==> src/hw/rtl/qpct_pkg.sv <==
// Shared types, constants and codes for the credential table.
// No dependencies.
package qpct_pkg;

   localparam int TABLE_SIZE    = 8;
   localparam int KEY_BYTES     = 8;
   localparam int SLOT_W        = $clog2(TABLE_SIZE);
   localparam int PROBE_CNT_W   = $clog2(TABLE_SIZE + 1);
   localparam int BYTE_CNT_W    = $clog2(KEY_BYTES + 1);
   localparam int KEY_W         = 64;
   localparam int DIGEST_W      = 160;
   localparam int USED_W        = 3;
   localparam int ENTRY_COUNT_W = 4;

   localparam logic [KEY_W-1:0] KEY_MASK =
      64'hFFFF_FFFF_FFFF_FFFF >> (8 * (8 - KEY_BYTES));

   typedef logic [SLOT_W-1:0]   slot_type;
   typedef logic [DIGEST_W-1:0] digest_type;

   typedef enum logic [0:0] {
      OP_REGISTER = 1'b0,
      OP_CHECK    = 1'b1
   } opcode_type;

   typedef enum logic [2:0] {
      OUT_INSERTED  = 3'd0,
      OUT_FULL      = 3'd1,
      OUT_MATCH     = 3'd2,
      OUT_DIFFERS   = 3'd3,
      OUT_NOT_FOUND = 3'd4
   } outcome_type;

   typedef struct packed {
      opcode_type  opcode;
      logic [63:0] login_key;
      logic [63:0] digest_high;
      logic [63:0] digest_mid;
      logic [31:0] digest_low;
   } req_type;

   typedef struct packed {
      outcome_type       outcome;
      logic [USED_W-1:0] slot_used;
   } rsp_type;

   typedef struct packed {
      logic             wr_en;
      slot_type         slot;
      logic [KEY_W-1:0] key;
      digest_type       digest;
   } store_cmd_type;

   typedef struct packed {
      logic occupied;
      logic key_match;
      logic digest_match;
   } probe_type;

endpackage

==> src/hw/rtl/qpct_hash.sv <==
// Home slot unit: byte sum mod 10 accumulated one key byte per cycle.
// Depends on qpct_pkg.
module qpct_hash
   import qpct_pkg::*;
(
   input  logic             clock,
   input  logic             reset,
   input  logic             start,
   input  logic [KEY_W-1:0] key,
   output logic             done,
   output slot_type         home
);

   localparam logic [3:0] MUL7_MOD10 [10] = '{
      4'd0, 4'd7, 4'd4, 4'd1, 4'd8, 4'd5, 4'd2, 4'd9, 4'd6, 4'd3
   };

   localparam slot_type HOME_TABLE [10] = '{
      SLOT_W'(TABLE_SIZE * 0 / 10), SLOT_W'(TABLE_SIZE * 1 / 10),
      SLOT_W'(TABLE_SIZE * 2 / 10), SLOT_W'(TABLE_SIZE * 3 / 10),
      SLOT_W'(TABLE_SIZE * 4 / 10), SLOT_W'(TABLE_SIZE * 5 / 10),
      SLOT_W'(TABLE_SIZE * 6 / 10), SLOT_W'(TABLE_SIZE * 7 / 10),
      SLOT_W'(TABLE_SIZE * 8 / 10), SLOT_W'(TABLE_SIZE * 9 / 10)
   };

   localparam logic [16:0] RECIP10 = 17'd205;

   // t < 1029: floor(t/10) = (t*205) >> 11
   function automatic logic [3:0] mod10(input logic [8:0] t);
      logic [16:0] prod;
      logic [8:0]  q;
      logic [8:0]  r;
      prod = {8'd0, t} * RECIP10;
      q    = {3'd0, prod[16:11]};
      r    = t - q * 9'd10;
      return r[3:0];
   endfunction

   logic [KEY_W-1:0]      key_sh_ff;
   logic [BYTE_CNT_W-1:0] left_ff;
   logic [3:0]            acc_ff;
   logic [3:0]            acc_in;
   logic                  busy_ff;
   logic                  done_ff;
   slot_type              home_ff;

   assign acc_in = mod10({5'd0, acc_ff} + {1'b0, key_sh_ff[7:0]});

   always_ff @(posedge clock) begin
      if (reset) begin
         busy_ff <= 1'b0;
         done_ff <= 1'b0;
      end else begin
         done_ff <= 1'b0;
         if (start) begin
            busy_ff <= 1'b1;
         end else if (busy_ff && left_ff == BYTE_CNT_W'(1)) begin
            busy_ff <= 1'b0;
            done_ff <= 1'b1;
         end
      end
      if (start) begin
         key_sh_ff <= key;
         left_ff   <= BYTE_CNT_W'(KEY_BYTES);
         acc_ff    <= 4'd0;
      end else if (busy_ff) begin
         key_sh_ff <= key_sh_ff >> 8;
         left_ff   <= left_ff - BYTE_CNT_W'(1);
         acc_ff    <= acc_in;
         home_ff   <= HOME_TABLE[MUL7_MOD10[acc_in]];
      end
   end

   assign done = done_ff;
   assign home = home_ff;

endmodule

==> src/hw/rtl/qpct_store.sv <==
// Slot store: valid bits, keys, digests and the insertion count.
// Depends on qpct_pkg.
module qpct_store
   import qpct_pkg::*;
(
   input  logic          clock,
   input  logic          reset,
   input  store_cmd_type cmd,
   output probe_type     probe
);

   logic [TABLE_SIZE-1:0]    valid_ff;
   logic [KEY_W-1:0]         key_ff [TABLE_SIZE];
   digest_type               digest_ff [TABLE_SIZE];
   logic [ENTRY_COUNT_W-1:0] entry_count_ff;

   always_ff @(posedge clock) begin
      if (reset) begin
         valid_ff       <= '0;
         entry_count_ff <= '0;
      end else if (cmd.wr_en) begin
         valid_ff[cmd.slot] <= 1'b1;
         entry_count_ff     <= entry_count_ff + ENTRY_COUNT_W'(1);
      end
      if (cmd.wr_en) begin
         key_ff[cmd.slot]    <= cmd.key;
         digest_ff[cmd.slot] <= cmd.digest;
      end
   end

   always_comb begin
      probe.occupied     = valid_ff[cmd.slot];
      probe.key_match    = key_ff[cmd.slot] == cmd.key;
      probe.digest_match = digest_ff[cmd.slot] == cmd.digest;
   end

endmodule

==> src/hw/rtl/quadratic_probe_credential_table.sv <==
// Credential table top level: request sequencer over qpct_hash and qpct_store.
// Depends on qpct_pkg, qpct_hash, qpct_store.
// A request is one transaction of opcode, login key and 160-bit digest; each
// gives exactly one response transaction. The home slot is computed first
// (one key byte a cycle through the mod-10 accumulator), then the probe loop
// reads one slot a cycle, up to TABLE_SIZE slots, with the insert written in
// the probe cycle that finds a free slot. The finish state then loads the
// response register once the previous response has been taken; req_ready is
// high only between requests. A waiting response holds back the next one but
// not the next request's acceptance.
module quadratic_probe_credential_table
   import qpct_pkg::*;
(
   input  logic    clock,
   input  logic    reset,
   input  logic    req_valid,
   output logic    req_ready,
   input  req_type req_data,
   output logic    rsp_valid,
   input  logic    rsp_ready,
   output rsp_type rsp_data
);

   typedef enum logic [1:0] {
      ST_IDLE,
      ST_HASH,
      ST_PROBE,
      ST_FINISH
   } state_type;

   state_type              state_ff, state_in;
   req_type                req_ff, req_in;
   slot_type               slot_ff, slot_in;
   slot_type               step_ff, step_in;
   logic [PROBE_CNT_W-1:0] cnt_ff, cnt_in;
   outcome_type            outcome_ff, outcome_in;
   logic [USED_W-1:0]      used_ff, used_in;
   logic                   rsp_valid_ff, rsp_valid_in;
   rsp_type                rsp_ff, rsp_in;

   logic                   accept;
   logic                   hash_done;
   slot_type               hash_home;
   store_cmd_type          cmd;
   probe_type              probe;
   logic [SLOT_W:0]        slot_sum;
   logic [SLOT_W:0]        step_sum;
   logic                   miss;

   assign req_ready = state_ff == ST_IDLE;
   assign accept    = req_valid && req_ready;

   qpct_hash u_hash (
      .clock (clock),
      .reset (reset),
      .start (accept),
      .key   (req_data.login_key),
      .done  (hash_done),
      .home  (hash_home)
   );

   qpct_store u_store (
      .clock (clock),
      .reset (reset),
      .cmd   (cmd),
      .probe (probe)
   );

   assign slot_sum = {1'b0, slot_ff} + {1'b0, step_ff};
   assign step_sum = {1'b0, step_ff} + (SLOT_W + 1)'(2);

   always_comb begin
      state_in     = state_ff;
      req_in       = req_ff;
      slot_in      = slot_ff;
      step_in      = step_ff;
      cnt_in       = cnt_ff;
      outcome_in   = outcome_ff;
      used_in      = used_ff;
      rsp_in       = rsp_ff;
      rsp_valid_in = rsp_valid_ff && !rsp_ready;
      miss         = 1'b0;

      cmd.wr_en  = 1'b0;
      cmd.slot   = slot_ff;
      cmd.key    = req_ff.login_key;
      cmd.digest = {req_ff.digest_high, req_ff.digest_mid, req_ff.digest_low};

      case (state_ff)
         ST_IDLE: begin
            if (accept) begin
               req_in           = req_data;
               req_in.login_key = req_data.login_key & KEY_MASK;
               state_in         = ST_HASH;
            end
         end
         ST_HASH: begin
            if (hash_done) begin
               slot_in  = hash_home;
               step_in  = SLOT_W'(1);
               cnt_in   = '0;
               state_in = ST_PROBE;
            end
         end
         ST_PROBE: begin
            if (req_ff.opcode == OP_REGISTER) begin
               if (!probe.occupied) begin
                  cmd.wr_en  = 1'b1;
                  outcome_in = OUT_INSERTED;
                  used_in    = USED_W'(slot_ff);
                  state_in   = ST_FINISH;
               end else begin
                  miss = 1'b1;
               end
            end else begin
               if (!probe.occupied) begin
                  outcome_in = OUT_NOT_FOUND;
                  used_in    = '0;
                  state_in   = ST_FINISH;
               end else if (probe.key_match) begin
                  outcome_in = probe.digest_match ? OUT_MATCH : OUT_DIFFERS;
                  used_in    = USED_W'(slot_ff);
                  state_in   = ST_FINISH;
               end else begin
                  miss = 1'b1;
               end
            end
            if (miss) begin
               if (cnt_ff == PROBE_CNT_W'(TABLE_SIZE - 1)) begin
                  outcome_in = (req_ff.opcode == OP_REGISTER) ? OUT_FULL : OUT_NOT_FOUND;
                  used_in    = '0;
                  state_in   = ST_FINISH;
               end else begin
                  slot_in = (slot_sum >= (SLOT_W + 1)'(TABLE_SIZE))
                          ? SLOT_W'(slot_sum - (SLOT_W + 1)'(TABLE_SIZE))
                          : SLOT_W'(slot_sum);
                  step_in = (step_sum >= (SLOT_W + 1)'(TABLE_SIZE))
                          ? SLOT_W'(step_sum - (SLOT_W + 1)'(TABLE_SIZE))
                          : SLOT_W'(step_sum);
                  cnt_in  = cnt_ff + PROBE_CNT_W'(1);
               end
            end
         end
         ST_FINISH: begin
            if (!rsp_valid_ff || rsp_ready) begin
               rsp_in.outcome   = outcome_ff;
               rsp_in.slot_used = used_ff;
               rsp_valid_in     = 1'b1;
               state_in         = ST_IDLE;
            end
         end
         default: begin
            state_in = ST_IDLE;
         end
      endcase
   end

   always_ff @(posedge clock) begin
      if (reset) begin
         state_ff     <= ST_IDLE;
         rsp_valid_ff <= 1'b0;
      end else begin
         state_ff     <= state_in;
         rsp_valid_ff <= rsp_valid_in;
      end
      req_ff     <= req_in;
      slot_ff    <= slot_in;
      step_ff    <= step_in;
      cnt_ff     <= cnt_in;
      outcome_ff <= outcome_in;
      used_ff    <= used_in;
      rsp_ff     <= rsp_in;
   end

   assign rsp_valid = rsp_valid_ff;
   assign rsp_data  = rsp_ff;

endmodule

==> config.mk <==
export PLATFORM = sky130hd
export DESIGN_NAME = quadratic_probe_credential_table
export DESIGN_NICKNAME = d
export VERILOG_FILES = /design/src/hw/rtl/qpct_pkg.sv /design/src/hw/rtl/qpct_hash.sv /design/src/hw/rtl/qpct_store.sv /design/src/hw/rtl/quadratic_probe_credential_table.sv
export SDC_FILE = /design/constraint.sdc
export NUM_CORES = 2
export LEC_CHECK = 0
export BUFFER_PORTS_ARGS = -buffer_cell sky130_fd_sc_hd__buf_4
export CAP_MARGIN = 20
export CORE_MARGIN = 4
export CORE_UTILIZATION = 41
export CTS_BUF_LIST = sky130_fd_sc_hd__clkbuf_4 sky130_fd_sc_hd__clkbuf_8
export DETAILED_ROUTE_END_ITERATION = 6
export GPL_TIMING_DRIVEN = 0
export SYNTH_ARGS = -nofsm -noshare
export SYNTH_HDL_FRONTEND = slang
export SYNTH_SLANG_ARGS = --single-unit
==> constraint.sdc <==
create_clock -name clock -period 22 [get_ports clock]
set_input_delay 0 -clock clock [delete_from_list [all_inputs] [get_ports clock]]
set_output_delay 0 -clock clock [all_outputs]
set_load 0.1 [all_outputs]
==> results.json <==
{
  "status": "finished clean",
  "yosys_register_bits": 2129,
  "tightest_slew_ns": 1.09,
  "hold_path_class": "in -> reg",
  "synth-seq-area-share": 0.772,
  "placed_area_um2": 90100,
  "setup_viol": 0,
  "whs_path_depth": 4,
  "fin_area_um2": 102000,
  "pwr_density_cell_nw_per_um2": 97.8,
  "ys.warnings.count": 0,
  "dr.pass1.iters": 5,
  "r2r_slack_ns": 13.61,
  "clock.fmax_ghz": 0.119,
  "worst-path-buf-inv": 5,
  "synthMuxAreaShare": 0.148,
  "finish.utilization": 0.508,
  "p_leak_nw": 34.5,
  "critical-path-slowest-cell": "xnor2_1",
  "avgSynthCellArea_um2": 21.5,
  "io_buffers": 235,
  "fin_nets": 5338,
  "cts_setup_buffers": 0,
  "rr_worst_depth": 34,
  "cts_max_level": 5,
  "die_w_um": 457,
  "yosys.area_share.simple": 0.0232,
  "grt_overflow": 0,
  "slew_viol_final": 0,
  "num_rows": 164,
  "reg2reg_to": "u_hash.home[0]",
  "vias": 41800,
  "seqPwrFrac": 0.466,
  "grtUsageTotal": 0.190,
  "cts-root-buf": "clkbuf_8",
  "cp-end-kind": "register",
  "synthXorXnorAreaFrac": 0.0256,
  "start_kind": "register",
  "wl_per_cell_um": 25.1,
  "period_minus_slack_ns": 8.39,
  "crit_family": "adder cells",
  "hp-start": "reset",
  "swShare": 0.263,
  "drc": 0,
  "cts_resized": 0,
  "clock_latency_ns": 1.02,
  "drive_gt1_frac": 0.273,
  "critPathMaxStageDelay_ns": 0.72,
  "fin_worst_skew_ns": 0.0748,
  "viasPerCell": 5.25,
  "pin_count": 237,
  "die_area_um2": 209000,
  "grt_pass1_vias": 43900,
  "worstPathRequired_ns": 22.77,
  "netlist_instances": 3844,
  "area_delta_synth_final_pct": 23.1,
  "synth-edff-count": 2105,
  "fin_crit_sh": 0.382,
  "hold_viol_final": 0,
  "final_common_cell": "edfxtp_1",
  "peakVddDrop_mv": 0.335,
  "clkSinkCount": 2129,
  "synthArstFlopShare": 0,
  "numCtsBuffers": 367,
  "combPwrFrac": 0.187,
  "ys_types": 59,
  "r2r_start": "u_hash.key_sh_ff[0]",
  "fillers": 16100,
  "wirelength_um": 200000,
  "ff_latch_area_um2": 63700,
  "p_clk_frac": 0.347,
  "start_util": 0.413,
  "syn_nets": 4135,
  "place_hpwl_um": 130000,
  "grt_setup_unrepaired": "no",
  "gp_congestion": 0.819,
  "drt-initial-drc-count": 3525,
  "clockBufferDepth": 4,
  "cts_tree": "done",
  "syn_area_um2": 82500,
  "ant_nets": 0,
  "cp_max_fo": 9,
  "path_class": "reg -> reg",
  "final_cell_mix": "2105 x edfxtp_1, 456 x dlygate4sd3_1, 408 x mux4_2",
  "synth-compound-area-share": 0.00767,
  "maxCapViolCount": 0,
  "setup_tns_ns": 0,
  "synth_ff_type": "edfxtp_1",
  "grt_max_degree": 66,
  "worst_hold_path.endpoint": "u_store.valid_ff[5]",
  "antenna_found_initial": 9,
  "grt_pass1_wl_um": 293000,
  "clkTransAtPathRegs_ns": 0.07,
  "synth_top_family_by_area": "multiplexers",
  "multiInputGateArea_um2": 17900,
  "p_int_w": 0.00732,
  "arrival_ns": 9.16,
  "relSlewSlack": 0.274,
  "power_w": 0.00994,
  "p_sw_w": 0.00262,
  "die_height_um": 457,
  "synthAdderAreaFrac": 0.0109,
  "crit_top_cell": "xnor2_1",
  "core_area_um2": 200000
}
-- cells by family (layout without fill, tap and decap cells) --
family,Yosys count,after routing
xor+xnor,241,241
fa+ha+maj,62,62
other cells,0,7
simple gates,406,406
mux,699,699
flops,2129,2129
compound gates,89,89
buf+inv,218,1682
-- sequential cells by signal, indices dropped and copies added, names as in the netlist, 2 cells and up, named ones only --
signal             count
cmd                  224
u_store.digest_ff   1280
rsp_data               6
u_hash.acc_ff          4
u_store.key_ff       512
step_ff                2
cnt_ff                 4
state_ff               2
u_store.valid_ff       8
used_ff                3
slot_ff                3
u_hash.key_sh_ff      64
u_hash.home            3
outcome_ff             3
u_hash.left_ff         4
-- how the worst max path moves through the flow --
stage | startpoint | end | slack (ns) | depth (start not counted)
after floorplan | slot_ff[2] | u_store.digest_ff[0][0] | 4.20 | 7
after global placement | slot_ff[2] | u_store.digest_ff[4][40] | -14.85 | 8
after detailed placement | u_hash.key_sh_ff[0] | u_hash.home[0] | 13.53 | 34
after CTS | u_hash.key_sh_ff[0] | u_hash.home[0] | 13.52 | 34
after global routing | u_hash.key_sh_ff[0] | u_hash.home[0] | 13.11 | 34
final | u_hash.key_sh_ff[0] | u_hash.home[0] | 13.61 | 34
-- through the flow --
stage | instances | worst slack (ns) | hold WS, ns
6_report | 7971 | 13.61 | 0.155
5_1_grt | 7968 | 13.11 | 0.117
4_1_cts | 7963 | 13.52 | 0.0609
3_5_place_dp | 6877 | 13.53 | 0.179
3_3_place_gp | 6735 | -14.85 | 0.178
2_1_floorplan | 3844 | 4.20 | 0.0780
-- synthesized netlist by cell type (all sizes together) (2+ instances only) --
| library cell | count | area [um2] |
|---|---|---|
| or4 | 3 | 22.5 |
| or2 | 3 | 18.8 |
| edfxtp | 2105 | 63200 |
| mux2i | 275 | 2750 |
| a22oi | 22 | 165 |
| a21oi | 12 | 60.1 |
| clkbuf | 40 | 150 |
| nor3b | 2 | 15.0 |
| nand2 | 205 | 769 |
| xnor2 | 104 | 911 |
| o22ai | 5 | 31.3 |
| buf | 111 | 623 |
| a21o | 4 | 30.0 |
| a221oi | 4 | 35.0 |
| nor3 | 12 | 60.1 |
| inv | 67 | 251 |
| or3b | 2 | 17.5 |
| ha | 45 | 563 |
| fa | 17 | 340 |
| dfxtp | 24 | 480 |
| nor2b | 7 | 43.8 |
| nand3 | 9 | 45.0 |
| and3 | 12 | 75.1 |
| o2bb2ai | 4 | 35.0 |
| a22o | 8 | 70.1 |
| nor4b | 5 | 50.0 |
| mux2 | 8 | 101 |
| and2 | 2 | 12.5 |
| nor4 | 35 | 219 |
| o21ai | 17 | 85.1 |
| mux4 | 416 | 9400 |
| nand4 | 41 | 257 |
| nand2b | 9 | 56.3 |
| a211oi | 6 | 45.0 |
| xor2 | 137 | 1200 |
| nor2 | 54 | 203 |
-- area by class of cell --
| cell class | instances | share of cell area |
|---|---|---|
| clock inverter | 140 | 0.00902 |
| antenna | 7 | 0.000172 |
| multi-input combinational | 1497 | 0.176 |
| clock buffer | 490 | 0.0594 |
| sequential | 2129 | 0.627 |
| inverter | 67 | 0.00247 |
| buffer | 151 | 0.00762 |
| tap | 2656 | 0.0327 |
| timing repair buffer | 834 | 0.0859 |
-- power by group through the flow --
stage	Clock, W	Sequential [W]	Combinational [W]
after floorplan	0	0.00470	0.00141
after global placement	0	0.00473	0.00177
after detailed placement	0	0.00471	0.00182
after CTS	0.00354	0.00463	0.00190
after global routing	0.00374	0.00464	0.00214
final	0.00345	0.00463	0.00186
-- tightest hold or removal path, delay by kind of cell --
family | cells | cell delay, ns
buf+inv | 3 | 0.97
simple gates | 1 | 0.17
-- repair_timing --
| item | 4_1_cts | 5_1_grt |
|---|---|---|
| hold endpoints to repair | 308 | 0 |
| hold buffers | 456 | 0 |
| setup endpoints to repair | 0 | 0 |
-- layer usage --
metal  up-vias  share of wire  global-route usage
met2      1335           0.49               0.315
met3       322          0.055              0.0341
met5         -              0                   0
met4         0          0.027              0.0589
met1     22000           0.42               0.258
li1      18200              -                   -
No activity file was read; power rests on OpenSTA's default activity.
